**config.mk**
```make
export PLATFORM = sky130hd
export DESIGN_NAME = timed_output_channel_bank
export DESIGN_NICKNAME = d
export VERILOG_FILES = /design/src/rtl/core/toc_pkg.sv /design/src/rtl/core/timed_output_channel_bank.sv
export SDC_FILE = /design/constraint.sdc
export NUM_CORES = 1
export LEC_CHECK = 0
export BUFFER_PORTS_ARGS = -buffer_cell sky130_fd_sc_hd__buf_2
export CORE_MARGIN = 4
export CORE_UTILIZATION = 50
export CTS_CLUSTER_SIZE = 30
export DETAILED_ROUTE_END_ITERATION = 16
export GPL_TIMING_DRIVEN = 0
export HOLD_SLACK_MARGIN = 0.05
export PLACE_DENSITY = 0.68
export SYNTH_ARGS = -nofsm -noshare
export SYNTH_HDL_FRONTEND = slang
export SYNTH_SLANG_ARGS = --single-unit
```
**constraint.sdc**
```tcl
create_clock -name clk -period 3.53 [get_ports clk]
set_input_delay 0.706 -clock clk [delete_from_list [all_inputs] [get_ports clk]]
set_output_delay 0.706 -clock clk [all_outputs]
set_load 0.03 [all_outputs]
```
**src/rtl/core/toc_pkg.sv**
```systemverilog
// Package for the timed output channel bank: command codes and default sizes.
`timescale 1ns / 1ps
package toc_pkg;

  localparam int DEF_CHANNELS       = 4;
  localparam int DEF_HOLD_COUNT     = 32000;
  localparam int DEF_TICKS_PER_UNIT = 10;

  localparam int MAX_REPORTS = 4;
  localparam int FUNC_W      = 3;
  localparam int CHAN_W      = 2;
  localparam int DUR_W       = 12;
  localparam int COUNT_W     = 16;
  localparam int LEVELS_W    = 4;

  typedef enum logic [FUNC_W-1:0] {
    FN_TICK   = 3'd0,
    FN_ON     = 3'd1,
    FN_OFF    = 3'd2,
    FN_TOGGLE = 3'd3,
    FN_TIMED  = 3'd4
  } func_t;

endpackage

```
**src/rtl/core/timed_output_channel_bank.sv**
```systemverilog
// Timed output channel bank: command/tick processing and change reports.
// An item waits in the input register until the report register is free;
// its first report is then shown from the report register.
// Throughput: one report per cycle while out_ready is high; an item holds the report
// register until its last report goes, so one item per cycle with <= 1 report each.
// Reset (rst_n low, synchronous): all levels off, nothing reported, every
// countdown at the hold value, both stages empty.
`timescale 1ns / 1ps
module timed_output_channel_bank
  import toc_pkg::*;
#(
  parameter int CHANNELS       = DEF_CHANNELS,
  parameter int HOLD_COUNT     = DEF_HOLD_COUNT,
  parameter int TICKS_PER_UNIT = DEF_TICKS_PER_UNIT
) (
  input  logic                clk,
  input  logic                rst_n,
  input  logic                in_valid,
  output logic                in_ready,
  input  logic [FUNC_W-1:0]   in_func,
  input  logic [CHAN_W-1:0]   in_channel,
  input  logic [DUR_W-1:0]    in_duration,
  output logic                out_valid,
  input  logic                out_ready,
  output logic [CHAN_W-1:0]   out_report_channel,
  output logic                out_report_level,
  output logic [LEVELS_W-1:0] out_output_levels,
  output logic                out_last
);

  localparam int IDX_W    = (CHANNELS > 1) ? $clog2(CHANNELS) : 1;
  localparam int PROD_RAW = DUR_W + $clog2(TICKS_PER_UNIT + 1);
  localparam int PROD_W   = (PROD_RAW > COUNT_W) ? PROD_RAW : COUNT_W;
  localparam logic [COUNT_W-1:0] HOLD_V = COUNT_W'(HOLD_COUNT);
  localparam logic [PROD_W-1:0]  TPU_V  = PROD_W'(TICKS_PER_UNIT);
  localparam logic [PROD_W-1:0]  HOLD_P = PROD_W'(HOLD_COUNT);

  // input register
  logic                s1_valid_r;
  logic [FUNC_W-1:0]   s1_func_r;
  logic [CHAN_W-1:0]   s1_chan_r;
  logic [DUR_W-1:0]    s1_dur_r;

  // channel state
  logic [CHANNELS-1:0] level_r, level_nxt;
  logic [CHANNELS-1:0] reported_r, reported_nxt;
  logic [COUNT_W-1:0]  count_r [CHANNELS];
  logic [COUNT_W-1:0]  count_nxt [CHANNELS];

  // report register
  logic [CHANNELS-1:0] pend_r, pend_nxt;
  logic [CHANNELS-1:0] snap_r;
  logic [LEVELS_W-1:0] levels_r, levels_nxt;

  logic                job_free;
  logic                s1_adv;
  logic                out_fire;
  logic [IDX_W-1:0]    sel_idx;
  logic [CHANNELS-1:0] sel_bit;
  logic [CHANNELS-1:0] diff;
  logic [CHANNELS-1:0] pick;
  logic [2:0]          pick_cnt;
  logic [PROD_W-1:0]   prod;
  logic [COUNT_W-1:0]  timed_load;

  assign out_valid = |pend_r;
  assign out_fire  = out_valid && out_ready;
  assign out_last  = $onehot(pend_r);
  assign job_free  = !out_valid || (out_fire && out_last);
  assign s1_adv    = s1_valid_r && job_free;
  assign in_ready  = !s1_valid_r || job_free;

  // lowest pending channel
  always_comb begin
    sel_idx = '0;
    sel_bit = '0;
    for (int i = CHANNELS - 1; i >= 0; i--) begin
      if (pend_r[i]) begin
        sel_idx = IDX_W'(i);
        sel_bit = '0;
        sel_bit[i] = 1'b1;
      end
    end
  end

  assign out_report_channel = CHAN_W'(sel_idx);
  assign out_report_level   = snap_r[sel_idx];
  assign out_output_levels  = levels_r;

  assign prod       = PROD_W'(s1_dur_r) * TPU_V;
  assign timed_load = (prod > HOLD_P) ? HOLD_V : COUNT_W'(prod);

  always_comb begin
    level_nxt = level_r;
    for (int i = 0; i < CHANNELS; i++) begin
      count_nxt[i] = count_r[i];
      if (s1_func_r == FN_TICK) begin
        if (!count_r[i][COUNT_W-1]) begin
          if (count_r[i] < HOLD_V) begin
            count_nxt[i] = count_r[i] - COUNT_W'(1);
          end
        end else begin
          level_nxt[i] = 1'b0;
        end
      end else if (i < 4 && {3'b000, s1_chan_r} == 5'(i)) begin
        case (s1_func_r)
          FN_ON: begin
            level_nxt[i] = 1'b1;
            count_nxt[i] = HOLD_V;
          end
          FN_OFF: begin
            level_nxt[i] = 1'b0;
            count_nxt[i] = HOLD_V;
          end
          FN_TOGGLE: begin
            level_nxt[i] = !level_r[i];
            count_nxt[i] = HOLD_V;
          end
          FN_TIMED: begin
            level_nxt[i] = 1'b1;
            count_nxt[i] = timed_load;
          end
          default: begin
            count_nxt[i] = count_r[i];
          end
        endcase
      end
    end
  end

  // first MAX_REPORTS changed channels, in channel order
  always_comb begin
    diff     = level_nxt ^ reported_r;
    pick     = '0;
    pick_cnt = '0;
    for (int i = 0; i < CHANNELS; i++) begin
      if (diff[i] && pick_cnt < 3'(MAX_REPORTS)) begin
        pick[i]  = 1'b1;
        pick_cnt = pick_cnt + 3'd1;
      end
    end
    reported_nxt = (reported_r & ~pick) | (level_nxt & pick);
    levels_nxt   = '0;
    for (int i = 0; i < CHANNELS; i++) begin
      if (i < LEVELS_W) begin
        levels_nxt[i] = level_nxt[i];
      end
    end
  end

  always_comb begin
    pend_nxt = pend_r;
    if (out_fire) begin
      pend_nxt = pend_r & ~sel_bit;
    end
    if (s1_adv) begin
      pend_nxt = pick;
    end
  end

  always_ff @(posedge clk) begin
    if (!rst_n) begin
      s1_valid_r <= 1'b0;
      level_r    <= '0;
      reported_r <= '0;
      pend_r     <= '0;
      for (int i = 0; i < CHANNELS; i++) begin
        count_r[i] <= HOLD_V;
      end
    end else begin
      if (in_ready) begin
        s1_valid_r <= in_valid;
      end
      pend_r <= pend_nxt;
      if (s1_adv) begin
        level_r    <= level_nxt;
        reported_r <= reported_nxt;
        for (int i = 0; i < CHANNELS; i++) begin
          count_r[i] <= count_nxt[i];
        end
      end
    end
  end

  always_ff @(posedge clk) begin
    if (in_ready && in_valid) begin
      s1_func_r <= in_func;
      s1_chan_r <= in_channel;
      s1_dur_r  <= in_duration;
    end
    if (s1_adv) begin
      snap_r   <= level_nxt;
      levels_r <= levels_nxt;
    end
  end

  a_report_limit: assert property (@(posedge clk) disable iff (!rst_n)
    $countones(pend_r) <= MAX_REPORTS)
    else $error("more reports pending than allowed");

  a_report_consistent: assert property (@(posedge clk) disable iff (!rst_n)
    out_valid |-> reported_r[sel_idx] == snap_r[sel_idx])
    else $error("pending report disagrees with reported level");

  a_last_frees: assert property (@(posedge clk) disable iff (!rst_n)
    (out_fire && out_last && !s1_valid_r) |=> !out_valid)
    else $error("report stage busy after last report with no item waiting");

endmodule

```
==> reports/summary.txt <==
Setup TNS -> 0 ps
Final worst path period share -> 97.4%
Worst slew margin -> 49.5%
Tmin final -> 3440 ps
Final Cell Area -> 0.00697 sq mm
Commonest non-fill, non-tap cell in the layout -> nor2_1
DR vias/cell -> 6.08
Synthesis warning total -> 0
Routed WL -> 13.8 mm
DR vias -> 4855
Hold WC Path Type -> reg -> reg
Synth Area per Inst -> 10.0 sq um
Die W -> 118 microns
Startpoint Class -> flip-flop
I/O pins -> 31
Total congestion overflow -> 0
Worst Path Class, Setup -> reg -> reg
Share of cells above drive strength 1 -> 14.0%
Gr usage total -> 20.2%
Core box area -> 0.0120 sq mm
PD cells -> 435 mW/mm^2
Most frequent cells in the layout -> nor2_1, edfxtp_1, nand2_1, xnor2_1, o21ai_0
Largest net degree at the start of global routing -> 18
Initial DRT Pass Iterations -> 5
Nets -> 705
Chip height -> 118 microns
Area grow syn2layout -> 14.3%
Leakage power -> 2.67 nW
FILL cells -> 996
Worst VDD drop -> 0.000334 V
Clock input transition at the sequential cells of the worst setup and hold paths -> 70 ps
Syn_nets -> 666
Required time of the critical path -> 3620 ps
Post-synth EDFFs -> 85
DIE AREA -> 0.0140 sq mm
WP data arrival -> 3530 ps
Status -> completed
Initial antenna violation count -> 0
Seq. cell area -> 0.00282 sq mm
DR iter-0 viols -> 339
Setup crit end kind -> flip-flop
Max cap viols -> 0
CTS tree -> done
Worst Tran Pin Value -> 754 ps
Longest Clk Path Bufs -> 2
Sink Count -> 98
DRC errors left -> 0
Worst-path fanout max -> 10
CTS H-tree lvls -> 3
DP HPWL -> 10.0 mm
Placed Area -> 0.00648 sq mm
Vias in the first global route -> 4707
Row count -> 40
Setup violations, final -> 0
Seq/Total Area, Yosys -> 46.1%
Area of the multi-input gates -> 0.00329 sq mm
Gp weighted congestion -> 0.859
Mapped Cells -> 608
Post-Syn Area -> 0.00610 sq mm
Root Driver -> clkbuf_16
Port-buffer cells -> 29
Asr flop ratio synth -> 0%
DR WL/cell -> 17.3 microns
Fin. Hold Viols -> 0
Final-report max-slew violation count -> 0
Clk_skew -> 7.47 ps
Post-DRT Antenna Nets -> 0
Clock Latency Late Sink -> 350 ps
Synth cell types -> 58
Total clock buffers created by CTS -> 9
First-pass GRT wire length -> 23.0 mm
Ys flop type -> edfxtp_1
Fmax -> 291 MHz
Ant. Diodes -> 0
Final core occ -> 58.3%
Initial core utilization -> 51.0%
#FFs+latches synth -> 98
## through the flow
step | hold slack, ps | cells | power (mW) | setup WS (ps)
after detailed placement | 481 | 784 | 1.95 | -578
after global routing | 523 | 799 | 3.16 | -5.37
after global placement | 474 | 784 | 1.94 | -514
after floorplan | 456 | 608 | 1.80 | -2.33
after CTS | 489 | 800 | 3.01 | 7.49
final | 487 | 799 | 3.03 | 90.2
## where the power goes
part	total [mW]	leakage, nW	internal, mW	switching, mW
registers	1.38	0.897	1.33	0.0538
clock network	1.04	0.150	0.613	0.431
logic	0.606	1.63	0.233	0.372
## state kept, by name, indices dropped and copies added (netlist names), named ones only
signal             cells
level_r                4
s1_chan_r              2
count_r               64
s1_func_r              3
s1_valid_r             1
out_output_levels      4
pend_r                 4
s1_dur_r              12
reported_r             3
## Yosys cell counts, types with 13 or more instances
cell      count  area [sq um]
o21ai_0      35           175
ha_1         35           438
xnor2_1      39           342
nor3_1       17          85.1
dfxtp_1      13           260
a41o_1       24           240
a21oi_1      34           170
nor2_1       93           349
inv_1        25          93.8
edfxtp_1     85          2550
nor4_1       13          81.3
xor2_1       15           131
nand2_1      41           154
## metal layers
metal | GRT usage (%) | vias up | share of wire, %
met5 | 0 | - | 0
met1 | 28.5 | 2345 | 45
met4 | 7.89 | 0 | 2.2
li1 | - | 2343 | -
met3 | 2.87 | 23 | 5.7
met2 | 31.4 | 144 | 47
## final cells by class
cell class | count | area share (%)
multi-input combinational | 465 | 47.2
sequential | 98 | 40.4
clock buffer | 9 | 3.23
tap | 147 | 2.64
timing repair buffer | 31 | 2.30
buffer | 17 | 1.72
inverter | 25 | 1.35
clock inverter | 7 | 1.20
## cells by family after synthesis
kind of cell | synth area share, %
simple gates | 17.4
fa+ha+maj | 8.00
xor+xnor | 7.76
mux | 0.698
flops | 46.1
compound gates | 16.7
buf+inv | 3.30
## what timing repair did
action                     4_1_cts  5_1_grt
gates resized for setup         16       26
setup endpoints to repair      120      112
hold buffers                     0        0
pin swaps                        2        5
buffers inserted                 2        0
## worst paths after layout
check	startpoint	endpoint	slack [ps]	depth (start not counted)
worst max register to register	s1_dur_r[2]	count_r[3][3]	90	11
worst min register to register	level_r[1]	level_r[1]	490	2
worst max-delay path	s1_dur_r[2]	count_r[3][3]	90	11
worst min-delay path	level_r[1]	level_r[1]	490	2
## critical path, stage by stage, from the launching register on
cell and delay, ps:
edfxtp_1 440, ha_4 270, ha_1 330, a211oi_4 330, o21ai_2 120, a221oi_2 350
xnor2_1 160, o21ai_0 90, or4b_1 540, buf_6 170, buf_6 140, a41o_1 250
Note: power is estimated with default switching activity, not from simulation.
